<file path="src/design/cka_pkg.sv">
// ----------------------------------------------------------------------------
// cka_pkg
// Shared sizes, register indexes, datapath operations and the
// command and status bundles of the color key alpha halo block.
// ----------------------------------------------------------------------------
package cka_pkg;

	localparam int MAX_WIDTH  = 256;
	localparam int MAX_HEIGHT = 256;
	localparam int MAX_HALO   = 15;

	localparam int COL_W  = $clog2(MAX_WIDTH);
	localparam int ROW_W  = $clog2(MAX_HEIGHT);
	localparam int DIM_W  = 9;
	localparam int ADDR_W = $clog2(MAX_WIDTH * MAX_HEIGHT);
	localparam int CNT_W  = ADDR_W + 1;
	localparam int HALO_W = 4;
	localparam int DIV_W  = $clog2(2 * MAX_HALO + 2);
	localparam int INC_W  = 16;
	localparam int CFG_W  = 16;
	localparam int IDX_W  = 3;

	// configuration register indexes
	localparam logic [IDX_W-1:0] REG_KEY_RED    = 3'd0;
	localparam logic [IDX_W-1:0] REG_KEY_GREEN  = 3'd1;
	localparam logic [IDX_W-1:0] REG_KEY_BLUE   = 3'd2;
	localparam logic [IDX_W-1:0] REG_HALO_WIDTH = 3'd3;
	localparam logic [IDX_W-1:0] REG_HALO_INC   = 3'd4;
	localparam logic [IDX_W-1:0] REG_FRAME_W    = 3'd5;
	localparam logic [IDX_W-1:0] REG_FRAME_H    = 3'd6;

	typedef logic [3:0] op_t;

	// datapath operations
	localparam op_t OP_NONE      = 4'd0;
	localparam op_t OP_LOAD      = 4'd1;
	localparam op_t OP_KEY_WR    = 4'd2;
	localparam op_t OP_DIV_START = 4'd3;
	localparam op_t OP_DIV_STORE = 4'd4;
	localparam op_t OP_CTR_NEXT  = 4'd5;
	localparam op_t OP_WIN_SET   = 4'd6;
	localparam op_t OP_PT_ADDR   = 4'd7;
	localparam op_t OP_PT_WR     = 4'd8;
	localparam op_t OP_MG_WR     = 4'd9;
	localparam op_t OP_FETCH_OUT = 4'd10;

	typedef struct packed {
		op_t  op;
		logic rd_ctr;   // pixel read at sweep index, else at fetch index
		logic acc_pt;   // accumulator read at window point, else at sweep index
	} cka_cmd_t;

	typedef struct packed {
		logic load_proc;
		logic fetch_ok;
		logic last_i;
		logic keyed;
		logic win_last;
		logic div_done;
		logic d_last;
		logic s_zero;
		logic out_free;
	} cka_stat_t;

endpackage

</file>
<file path="src/design/cka_ctrl.sv">
// ----------------------------------------------------------------------------
// cka_ctrl
// Controller: takes beats, sequences the key, quotient, halo and merge
// passes and the fetch path of the datapath.
// ----------------------------------------------------------------------------
module cka_ctrl import cka_pkg::*; (
	input  logic      clk,
	input  logic      arst_n,
	input  logic      in_valid,
	input  logic      action,
	input  cka_stat_t stat,
	output logic      in_stall,
	output cka_cmd_t  cmd
);

	localparam logic [3:0] ST_IDLE   = 4'd0;
	localparam logic [3:0] ST_KEY_RD = 4'd1;
	localparam logic [3:0] ST_KEY_WR = 4'd2;
	localparam logic [3:0] ST_DIV_GO = 4'd3;
	localparam logic [3:0] ST_DIV_WT = 4'd4;
	localparam logic [3:0] ST_C_RD   = 4'd5;
	localparam logic [3:0] ST_C_CHK  = 4'd6;
	localparam logic [3:0] ST_C_NX   = 4'd7;
	localparam logic [3:0] ST_P_ADDR = 4'd8;
	localparam logic [3:0] ST_P_RD   = 4'd9;
	localparam logic [3:0] ST_P_WR   = 4'd10;
	localparam logic [3:0] ST_M_RD   = 4'd11;
	localparam logic [3:0] ST_M_WR   = 4'd12;
	localparam logic [3:0] ST_F_OUT  = 4'd13;

	logic [3:0] state_q, state_d;

	always_ff @(posedge clk or negedge arst_n) begin
		if (!arst_n)
			state_q <= ST_IDLE;
		else
			state_q <= state_d;
	end

	assign in_stall = state_q != ST_IDLE;

	// next state and datapath command
	always_comb begin
		state_d    = state_q;
		cmd.op     = OP_NONE;
		cmd.rd_ctr = 1'b0;
		cmd.acc_pt = 1'b0;
		case (state_q)
			ST_IDLE: begin
				if (in_valid) begin
					if (!action) begin
						cmd.op = OP_LOAD;
						if (stat.load_proc)
							state_d = ST_KEY_RD;
					end else if (stat.fetch_ok) begin
						state_d = ST_F_OUT;
					end
				end
			end
			ST_KEY_RD: begin
				cmd.rd_ctr = 1'b1;
				state_d    = ST_KEY_WR;
			end
			ST_KEY_WR: begin
				cmd.op = OP_KEY_WR;
				if (!stat.last_i)
					state_d = ST_KEY_RD;
				else if (stat.s_zero)
					state_d = ST_IDLE;
				else
					state_d = ST_DIV_GO;
			end
			ST_DIV_GO: begin
				cmd.op  = OP_DIV_START;
				state_d = ST_DIV_WT;
			end
			ST_DIV_WT: begin
				if (stat.div_done) begin
					cmd.op  = OP_DIV_STORE;
					state_d = stat.d_last ? ST_C_RD : ST_DIV_GO;
				end
			end
			ST_C_RD: begin
				cmd.rd_ctr = 1'b1;
				state_d    = ST_C_CHK;
			end
			ST_C_CHK: begin
				if (stat.keyed) begin
					state_d = ST_C_NX;
				end else begin
					cmd.op  = OP_WIN_SET;
					state_d = ST_P_ADDR;
				end
			end
			ST_C_NX: begin
				cmd.op  = OP_CTR_NEXT;
				state_d = stat.last_i ? ST_M_RD : ST_C_RD;
			end
			ST_P_ADDR: begin
				cmd.op  = OP_PT_ADDR;
				state_d = ST_P_RD;
			end
			ST_P_RD: begin
				cmd.acc_pt = 1'b1;
				state_d    = ST_P_WR;
			end
			ST_P_WR: begin
				cmd.op  = OP_PT_WR;
				state_d = stat.win_last ? ST_C_NX : ST_P_ADDR;
			end
			ST_M_RD: begin
				cmd.rd_ctr = 1'b1;
				state_d    = ST_M_WR;
			end
			ST_M_WR: begin
				cmd.op  = OP_MG_WR;
				state_d = stat.last_i ? ST_IDLE : ST_M_RD;
			end
			ST_F_OUT: begin
				if (stat.out_free) begin
					cmd.op  = OP_FETCH_OUT;
					state_d = ST_IDLE;
				end
			end
			default: state_d = ST_IDLE;
		endcase
	end

endmodule

</file>
<file path="config.mk">
export PLATFORM = sky130hd
export DESIGN_NAME = cka_ctrl
export DESIGN_NICKNAME = d
export VERILOG_FILES = /design/src/design/cka_pkg.sv /design/src/design/cka_ctrl.sv
export SDC_FILE = /design/constraint.sdc
export NUM_CORES = 1
export LEC_CHECK = 0
export ABC_AREA = 1
export BUFFER_PORTS_ARGS = -buffer_cell sky130_fd_sc_hd__buf_2
export CELL_PAD_IN_SITES_DETAIL_PLACEMENT = 2
export CELL_PAD_IN_SITES_GLOBAL_PLACEMENT = 2
export CORE_ASPECT_RATIO = 1.5
export CORE_UTILIZATION = 20
export DETAILED_ROUTE_END_ITERATION = 6
export MAX_ROUTING_LAYER = met4
export PLACE_DENSITY_LB_ADDON = 0.1
export REMOVE_ABC_BUFFERS = 1
export SKIP_CTS_REPAIR_TIMING = 1
export SYNTH_ARGS = -nofsm -noshare
export SYNTH_HDL_FRONTEND = slang
export SYNTH_SLANG_ARGS = --single-unit
</file>
<file path="constraint.sdc">
create_clock -name clk -period 1.2 [get_ports clk]
set_input_delay 0.24 -clock clk [delete_from_list [all_inputs] [get_ports clk]]
set_output_delay 0.24 -clock clk [all_outputs]
set_load 0.005 [all_outputs]
</file>
* Word level (Yosys, flattened, before mapping) *
Cells that the tools add are included.

word-level totals
  flip-flop bits (word level) = 4
  output and inout port bits = 7
  word-level logic and storage cells = 45

cells by class
  eq/ne operators = 18
  muxes and demuxes = 22
  reduce and logical (&&, ||, !) cells = 4

operator list
  operator                                              count
  case mux 4 bit (14 select lines)                      1
  2-to-1 mux 4 bit                                      11
  case mux 4 bit (10 select lines)                      1
  equality test 4 bit (second input constant)           6
  equality test 4 x 3 -> 1 bit (second input constant)  4
  2-to-1 mux 3 bit                                      3
  equality test 4 x 2 -> 1 bit (second input constant)  2
  != test 2 bit (second input constant)                 3
  != test 3 bit (second input constant)                 2
  AND reduction 5 bit                                   1
  equality test 4 x 1 -> 1 bit (second input constant)  1
  zero test 4 bit                                       1
  2-to-1 mux 1 bit                                      4
  2-to-1 mux 2 bit                                      2
  nonzero test 4 bit                                    1
  OR reduction 3 bit                                    1

* Depth between registers and ports, before layout *
Gate-level depths: netlist of the first run.

  depth after elaboration = 4
  mapped depth = 8
  mapped depth without buffers = 8

* Worst setup path before layout of the first run *
No wires, ideal clock.

  path kind = flip-flop to flip-flop
  start = register state_q[0]
  end = register state_q[1]
  library setup time = 0.119 ns
  arrival = 1.109 ns
  data required time = 1.081 ns
  setup slack = -0.028 ns
  stages on the path, launching flop included = 6
  path buffers = 0
  cell sequence = dfrtp_1 nor2_2 nand3_1 nor2_1 nor2_2 and2_1

between the ends
  word-level cells in the longest chain between the ends = 3
  elaborated cells between the ends (all ways) = 21
  those cells by class = eq/ne: 18; mux: 1; reduce/logical: 2

RTL lines
  what                                                        RTL line        text
  start, declared                                             cka_ctrl.sv:31  logic [3:0] state_q, state_d;
  start signal, assigned                                      cka_ctrl.sv:37  state_q <= state_d;
  equality test 4 x 3 -> 1 bit, or another cell as far along  cka_ctrl.sv:48  case (state_q)
  != test 2 bit (no line) or != test 3 bit (tied branches)    n/a
  AND reduction 5 bit (no line)                               n/a

Several ways; a longest one is shown, not always the timed one.
A chain may end at the register's enable or synchronous reset.

==> out/summary.txt, run 1 <==
Nets -> 162
Die Width -> 44.5 µm
Multi-input gate area -> 470 µm²
slowest CP cell -> dfrtp_1
Post-Syn Area -> 543 µm²
critical path launch point type -> register
Largest Register -> state_q
Avg Cell Area, Syn -> 5.38 µm²
Root Driver -> clkbuf_4
Syn Inst Count -> 101
detailed-route via count -> 809
router iterations before antenna repair -> 2
Die Y -> 65.8 µm
starting density of the core -> 0.217
Area growth syn-to-layout -> 81.1%
RSZ-0062 raised after global routing -> true
via/cell ratio -> 4.42
Pleak -> 0.568 nW
core area -> 0.00250 mm²
GRT Overall Usage -> 0.183
CP Class -> register to primary output
Max Cap Viol -> 0
grt total ovfl -> 0
Top Registers -> state_q x4
worst r2r path cells -> 7
Sequential cell area -> 104 µm²
worst skew pair latency -> 0.24 ns
clock-pin slew on the worst setup and hold paths -> 0.04 ns
sum of buffers and inverters on the critical path -> 3
post-synth cell types -> 17
num rows -> 22
first-pass GRT wire length -> 3860 µm
crit-path cells -> buf_4 > nand2_1 > inv_2 > nand2_2 > o2111ai_2 > buf_2
Num CTS Buffers -> 3
fill count -> 309
Die Outline Area -> 0.00293 mm²
pin count of the biggest net entering global routing -> 7
sequential-to-total area share from yosys stat -> 0.184
type of the most critical hold path -> input port to asynchronous set/reset pin
CP Capture Type -> primary output
CTS H-tree depth -> 1
period utilisation layout -> 1.32
failing checks -> setup timing
crit-path max FO -> 4
wire per inst -> 14.3 µm
Final GP Congestion -> 0.787
worst slew pin tran -> 0.255 ns
Worst slew margin -> 0.828
RR Endpoint -> state_q[1]$_DFFE_PN0P_
final clock skew -> 0.00595 ns
num ports -> 20
worst stage delay on the critical path -> 0.40 ns
setup violators final -> 11
Critical R2R Launch -> state_q[0]$_DFFE_PN0P_
cell family with most CP delay -> flip-flops
final instance area -> 983 µm²
DR iter-0 viols -> 1
initial antenna violation count -> 0
DRT Wirelength -> 2620 µm
Ys Warns -> 0
clock buffer depth -> 2
placed instance area -> 833 µm²
DRC -> 0
Crit path arrival time -> 1.35 ns
R2R Setup Slk -> -0.22 ns
Power Dens Cells -> 2390 mW/mm²
final worst slack -> -0.386 ns
layout cell share with drive strength beyond 1 -> 0.531
post-route ant nets -> 0
Peak Freq -> 0.631 GHz
Hold Fails Final Rpt -> 0
Sink Count -> 4
CP Data Required Time -> 0.96 ns
Setup Slack @ Placement -> -0.226 ns
number of global-route vias before repair -> 871
Final Max Tran Viols -> 0
Peak supply drop -> 0.00100 V
Post-DP HPWL -> 2020 µm
n_diodes -> 0
input/output buffers -> 19
Period minus WS final -> 1.59 ns
TritonCTS clock tree -> yes
Seq cells post-synth -> 4
flip-flop count of the largest register after layout -> 4
status -> finished with violations
cells by family (layout without fill, tap and decap cells):
group,Yosys count,after routing,synth area share
AO/OA/AOI/OAI,7,7,0.0783
buffers and inverters,16,62,0.111
flip-flops,4,4,0.184
AND/OR/NAND/NOR,74,74,0.627
cell usage after synthesis, drive strengths merged:
| cell type | n | share of area |
|---|---|---|
| o21ai | 2 | 0.018 |
| nor2 | 19 | 0.18 |
| nand2 | 36 | 0.25 |
| o211ai | 1 | 0.014 |
| nand3b | 2 | 0.028 |
| nand3 | 16 | 0.16 |
| a21oi | 2 | 0.018 |
| o2111ai | 1 | 0.016 |
| dfrtp | 4 | 0.18 |
| o22ai | 1 | 0.012 |
| inv | 16 | 0.11 |
| and2 | 1 | 0.012 |
area by class of cell:
type / count / area share
Clock buffer: 3 / 0.0229
Inverter: 16 / 0.0611
Multi-Input combinational cell: 81 / 0.478
Sequential cell: 4 / 0.106
Tap cell: 36 / 0.0458
Timing Repair Buffer: 43 / 0.286
placed cells by master (no fill, tap or decap), types with 2 or more instances in the layout:
| cell | netlist | layout |
|---|---|---|
| a21oi_2 | 0 | 2 |
| inv_1 | 14 | 10 |
| dfrtp_2 | 0 | 3 |
| buf_4 | 0 | 22 |
| buf_2 | 0 | 19 |
| nor2_2 | 2 | 3 |
| nand2_1 | 36 | 30 |
| nand2_2 | 0 | 5 |
| nand3_1 | 15 | 12 |
| nor2_1 | 14 | 9 |
| nand3_2 | 1 | 4 |
| clkbuf_4 | 0 | 3 |
| nor2_4 | 3 | 7 |
| inv_2 | 2 | 6 |
| nand3b_1 | 2 | 2 |
per-stage QoR:
| step | util | cells | hold slack [ns] | setup TNS [ns] | power, mW |
|---|---|---|---|---|---|
| after global placement | 0.333 | 176 | 0.0465 | -1.31 | 1.76 |
| final | 0.393 | 183 | 0.333 | -3.19 | 2.35 |
| after detailed placement | 0.333 | 176 | 0.0481 | -1.78 | 1.80 |
| after CTS | 0.342 | 179 | -0.200 | -3.62 | 1.98 |
| after global routing | 0.393 | 183 | 0.355 | -4.06 | 2.57 |
| after floorplan | - | 101 | -0.0556 | -0.0285 | 1.03 |
worst max-delay path by stage:
stage | start | endpoint | slack (ns) | cells past startpoint
after CTS | state_q[3]$_DFFE_PN0P_ | cmd[2] | -0.47 | 6
after global placement | state_q[3]$_DFFE_PN0P_ | cmd[4] | -0.18 | 4
final | state_q[2]$_DFFE_PN0P_ | cmd[2] | -0.39 | 6
after global routing | state_q[0]$_DFFE_PN0P_ | cmd[5] | -0.46 | 6
after floorplan | state_q[0]$_DFFE_PN0P_ | state_q[1]$_DFFE_PN0P_ | -0.03 | 5
after detailed placement | state_q[3]$_DFFE_PN0P_ | cmd[2] | -0.23 | 6
where the power goes:
part	total, mW	switching (mW)	internal, mW	leakage, nW
clock network	0.170	0.0576	0.112	0.0138
registers	0.316	0.110	0.206	0.0471
logic	1.86	1.01	0.849	0.507
routing by layer:
| metal | up-vias | track usage | part of all wire |
|---|---|---|---|
| met4 | 0 | 0.0341 | 0.0065 |
| met2 | 12 | 0.346 | 0.57 |
| met5 | - | - | 0 |
| met3 | 2 | 0.00820 | 0.0092 |
| met1 | 385 | 0.208 | 0.41 |
| li1 | 410 | - | - |
No activity file was read; power rests on OpenSTA's default activity.
==> run 2: changes to the inputs <==
CORE_MARGIN = 2   (was not set)
==> run 2 against run 1 <==
Net effect:
- the flow still finishes with violations (setup timing)
- sequential share of layout area shrank 0.35 points
- power grew 6.3%
- clock skew shrank 0.0053 ns
- first-iteration DRC count grew to 14 times the previous value
- die area grew 7.7%
- critical path depth shrank 1
==> out/summary.txt, run 2 (synthesis gave the netlist of run 1 again) <==
total power -> 2.50 mW
Peak Freq -> 0.634 GHz
most common cell after layout, fill and taps aside -> nand2_1
Pleak -> 0.566 nW
Post-DP HPWL -> 2170 µm
via/cell ratio -> 4.45
post-route ant nets -> 0
Largest Register -> state_q
CTS H-tree depth -> 1
GRT Overall Usage -> 0.185
Max Cap Viol -> 0
worst stage delay on the critical path -> 0.46 ns
critical path launch point type -> register
clock buffer depth -> 2
num ports -> 20
Period minus WS final -> 1.58 ns
worst skew pair latency -> 0.22 ns
CP Class -> register to primary output
Hold Fails Final Rpt -> 0
RR Endpoint -> state_q[3]$_DFFE_PN0P_
Critical R2R Launch -> state_q[0]$_DFFE_PN0P_
cell family with most CP delay -> flip-flops
failing checks -> setup timing
Worst slew margin -> 0.847
wire per inst -> 14.9 µm
RSZ-0062 raised after global routing -> true
worst r2r path cells -> 8
CP Capture Type -> primary output
Num CTS Buffers -> 3
clock-pin slew on the worst setup and hold paths -> 0.03 ns
final clock skew -> 0.000620 ns
pin count of the biggest net entering global routing -> 9
Sink Count -> 4
starting density of the core -> 0.207
slowest CP cell -> dfrtp_2
R2R Setup Slk -> -0.19 ns
input/output buffers -> 19
fin util -> 0.388
Area growth syn-to-layout -> 87.3%
Die Width -> 46.5 µm
core area -> 0.00262 mm²
flip-flop count of the largest register after layout -> 4
final worst slack -> -0.377 ns
first-pass GRT wire length -> 4030 µm
Final GP Congestion -> 0.831
DRC -> 0
DR iter-0 viols -> 14
layout cell share with drive strength beyond 1 -> 0.534
Final Max Tran Viols -> 0
TritonCTS clock tree -> yes
fill count -> 333
crit-path max FO -> 4
period utilisation layout -> 1.31
Die Outline Area -> 0.00316 mm²
setup violators final -> 11
detailed-route via count -> 824
Crit path arrival time -> 1.34 ns
crit-path cells -> nand2_2 > inv_4 > a21oi_2 > o2111ai_2 > buf_2
Nets -> 163
router iterations before antenna repair -> 3
worst slew pin tran -> 0.230 ns
DRT Wirelength -> 2750 µm
Die Y -> 67.8 µm
n_diodes -> 0
commonest cells after routing, fill and taps aside -> 29 x nand2_1, 22 x buf_4, 19 x buf_2, 14 x nand3_1
number of global-route vias before repair -> 901
Root Driver -> clkbuf_8
CP Data Required Time -> 0.96 ns
type of the most critical hold path -> input port to asynchronous set/reset pin
Top Registers -> state_q x4
status -> finished with violations
Power Dens Cells -> 2460 mW/mm²
num rows -> 23
sum of buffers and inverters on the critical path -> 2
Peak supply drop -> 0.00104 V
initial antenna violation count -> 0
hold slack -> 0.368 ns
grt total ovfl -> 0
[run 2: changes by cell type in the layout (fill, tap and decap cells not counted)]
cell and delta:
buf_6 +1, clkbuf_4 -3, clkbuf_8 +3, inv_1 -1, inv_2 -3, inv_4 +4, nand2_1 -1, nand2_4 +1
nand3_1 +2, nand3_2 -2, nor2_2 +1, nor2_4 -1
[run 2: cell type report]
type                       count  area (µm²)  area share
multi-input combinational     81         463       0.455
timing repair buffer          44         293       0.288
sequential                     4         104       0.102
inverter                      16        70.1      0.0689
tap                           37        46.3      0.0455
clock buffer                   3        41.3      0.0406
[run 2: per-stage QoR]
stage	area, µm²	cells	setup TNS, ns	setup WS (ns)
global route	1020	185	-3.61	-0.439
floorplan	543	101	-0.0285	-0.0285
detailed placement	827	176	-1.77	-0.250
global placement	827	176	-1.41	-0.223
finish	1020	185	-2.78	-0.377
CTS	868	179	-3.47	-0.480
[run 2: layer usage]
| metal | up-vias | track usage | share of wire |
|---|---|---|---|
| li1 | 413 | - | - |
| met1 | 392 | 0.190 | 0.39 |
| met2 | 14 | 0.354 | 0.58 |
| met3 | 5 | 0.00792 | 0.019 |
| met4 | 0 | 0.0643 | 0.015 |
| met5 | - | - | 0 |
[run 2: worst reg2reg max path, stage by stage, from the launching register on]
cell and delay, ns:
dfrtp_2 0.46, nor2_4 0.23, nand3_1 0.16, buf_4 0.17
nand2_1 0.06, nor2_1 0.04, nand2_1 0.06, nand2_1 0.06
nand2_1 0.08
[run 2: report_power, final]
group	switching (mW)	internal [mW]	total, mW
clock network	0.0667	0.213	0.280
registers	0.133	0.207	0.339
logic	1.01	0.867	1.88
total	1.21	1.29	2.50
[run 2: worst max-delay path by stage]
stage                                      start                     end  cells past startpoint
after floorplan           state_q[0]$_DFFE_PN0P_  state_q[1]$_DFFE_PN0P_                      5
after CTS                 state_q[2]$_DFFE_PN0P_                  cmd[2]                      6
after detailed placement  state_q[2]$_DFFE_PN0P_                  cmd[2]                      6
after global routing      state_q[2]$_DFFE_PN0P_                  cmd[4]                      5
after global placement    state_q[2]$_DFFE_PN0P_                  cmd[2]                      6
final                     state_q[0]$_DFFE_PN0P_                  cmd[2]                      5
==> run 3: changes to the inputs <==
RECOVER_POWER = 100   (was not set)
==> run 3 against run 2 <==
Net effect:
- the run still ends with setup timing left
- sequential cell count unchanged
- sequential power barely moved
- register-to-register slack barely moved
- critical path depth unchanged
- sequential share of layout area hardly changed
- clock skew hardly changed
==> out/summary.txt, run 3 (synthesis gave the netlist of run 1 again) <==
status -> finished with violations
failing checks -> setup timing
Peak supply drop -> 0.00104 V
TritonCTS clock tree -> yes
setup_tns -> -2.78 ns
final clock skew -> 0.000620 ns
RSZ-0062 raised after global routing -> true
detailed-route via count -> 824
flip-flop count of the largest register after layout -> 4
first-pass GRT wire length -> 4030 µm
Pleak -> 0.563 nW
Top Registers -> state_q x4
final worst slack -> -0.377 ns
Nets -> 163
Largest Register -> state_q
Worst slew margin -> 0.847
fin util -> 0.388
Critical R2R Launch -> state_q[0]$_DFFE_PN0P_
crit-path max FO -> 4
Die Y -> 67.8 µm
Max Cap Viol -> 0
wire per inst -> 14.9 µm
CP Capture Type -> primary output
DRT Wirelength -> 2750 µm
router iterations before antenna repair -> 3
grt total ovfl -> 0
pin count of the biggest net entering global routing -> 9
via/cell ratio -> 4.45
CP Data Required Time -> 0.96 ns
critical path launch point type -> register
Die Width -> 46.5 µm
commonest cells after routing, fill and taps aside -> 29 x nand2_1, 22 x buf_4, 18 x buf_2, 14 x nand3_1
number of global-route vias before repair -> 901
n_diodes -> 0
input/output buffers -> 19
R2R Setup Slk -> -0.19 ns
Crit path arrival time -> 1.34 ns
Root Driver -> clkbuf_8
Power Dens Cells -> 2460 mW/mm²
non-filler cells, final -> 185
initial antenna violation count -> 0
most common cell after layout, fill and taps aside -> nand2_1
period utilisation layout -> 1.31
core area -> 0.00262 mm²
CP Class -> register to primary output
hold slack -> 0.397 ns
num rows -> 23
total power -> 2.50 mW
type of the most critical hold path -> input port to asynchronous set/reset pin
DR iter-0 viols -> 14
Sink Count -> 4
setup violators final -> 11
Final GP Congestion -> 0.831
clock-pin slew on the worst setup and hold paths -> 0.03 ns
layout cell share with drive strength beyond 1 -> 0.527
clock buffer depth -> 2
Hold Fails Final Rpt -> 0
post-route ant nets -> 0
Area growth syn-to-layout -> 87.1%
Peak Freq -> 0.634 GHz
num ports -> 20
RR Endpoint -> state_q[3]$_DFFE_PN0P_
worst skew pair latency -> 0.22 ns
CTS H-tree depth -> 1
GRT Overall Usage -> 0.185
DRC -> 0
worst slew pin tran -> 0.230 ns
Post-DP HPWL -> 2170 µm
worst r2r path cells -> 8
Die Outline Area -> 0.00316 mm²
Placed Cells -> 176
Num CTS Buffers -> 3
starting density of the core -> 0.207
Period minus WS final -> 1.58 ns
Final Max Tran Viols -> 0
==> run 3: changes by cell type in the layout (fill, tap and decap cells not counted) <==
cell and delta:
clkbuf_1 +1, buf_2 -1
==> run 3: worst max path at each step <==
stage / startpoint / end / slack [ns]
after floorplan: state_q[0]$_DFFE_PN0P_ / state_q[1]$_DFFE_PN0P_ / -0.03
after detailed placement: state_q[2]$_DFFE_PN0P_ / cmd[2] / -0.25
after CTS: state_q[2]$_DFFE_PN0P_ / cmd[2] / -0.48
after global placement: state_q[2]$_DFFE_PN0P_ / cmd[2] / -0.22
after global routing: state_q[2]$_DFFE_PN0P_ / cmd[4] / -0.44
final: state_q[0]$_DFFE_PN0P_ / cmd[2] / -0.38
==> run 3: power by group <==
part	switching, mW	internal (mW)
Sequential	0.133	0.207
Clock	0.0667	0.213
Combinational	1.01	0.866
==> run 3: final cells by class <==
| cell class | count | area [µm²] |
|---|---|---|
| flip-flops and latches | 4 | 104 |
| multi-input cells | 81 | 463 |
| fillers | 334 | 1600 |
| clock buffers | 3 | 41.3 |
| repair buffers | 44 | 292 |
| inverters | 16 | 70.1 |
| well taps | 37 | 46.3 |
==> run 3: worst max-delay path, stage by stage (launching register included) <==
cell and delay [ns]:
dfrtp_2 0.46, nand2_2 0.14, inv_4 0.06, a21oi_2 0.18
o2111ai_2 0.13, buf_2 0.15
==> run 3: per-stage QoR <==
stage	worst slack [ns]	area [µm²]
after detailed placement	-0.250	827
after global placement	-0.223	827
final	-0.377	1020
after CTS	-0.480	868
after floorplan	-0.0285	543
after global routing	-0.439	1020
==> run 3: metal layers <==
| layer | global-route usage | wire length (µm) | vias to the layer above |
|---|---|---|---|
| met1 | 0.190 | 1070 | 392 |
| met4 | 0.0643 | 40 | 0 |
| met2 | 0.354 | 1590 | 14 |
| li1 | - | - | 413 |
| met5 | - | 0 | - |
| met3 | 0.00792 | 51 | 5 |
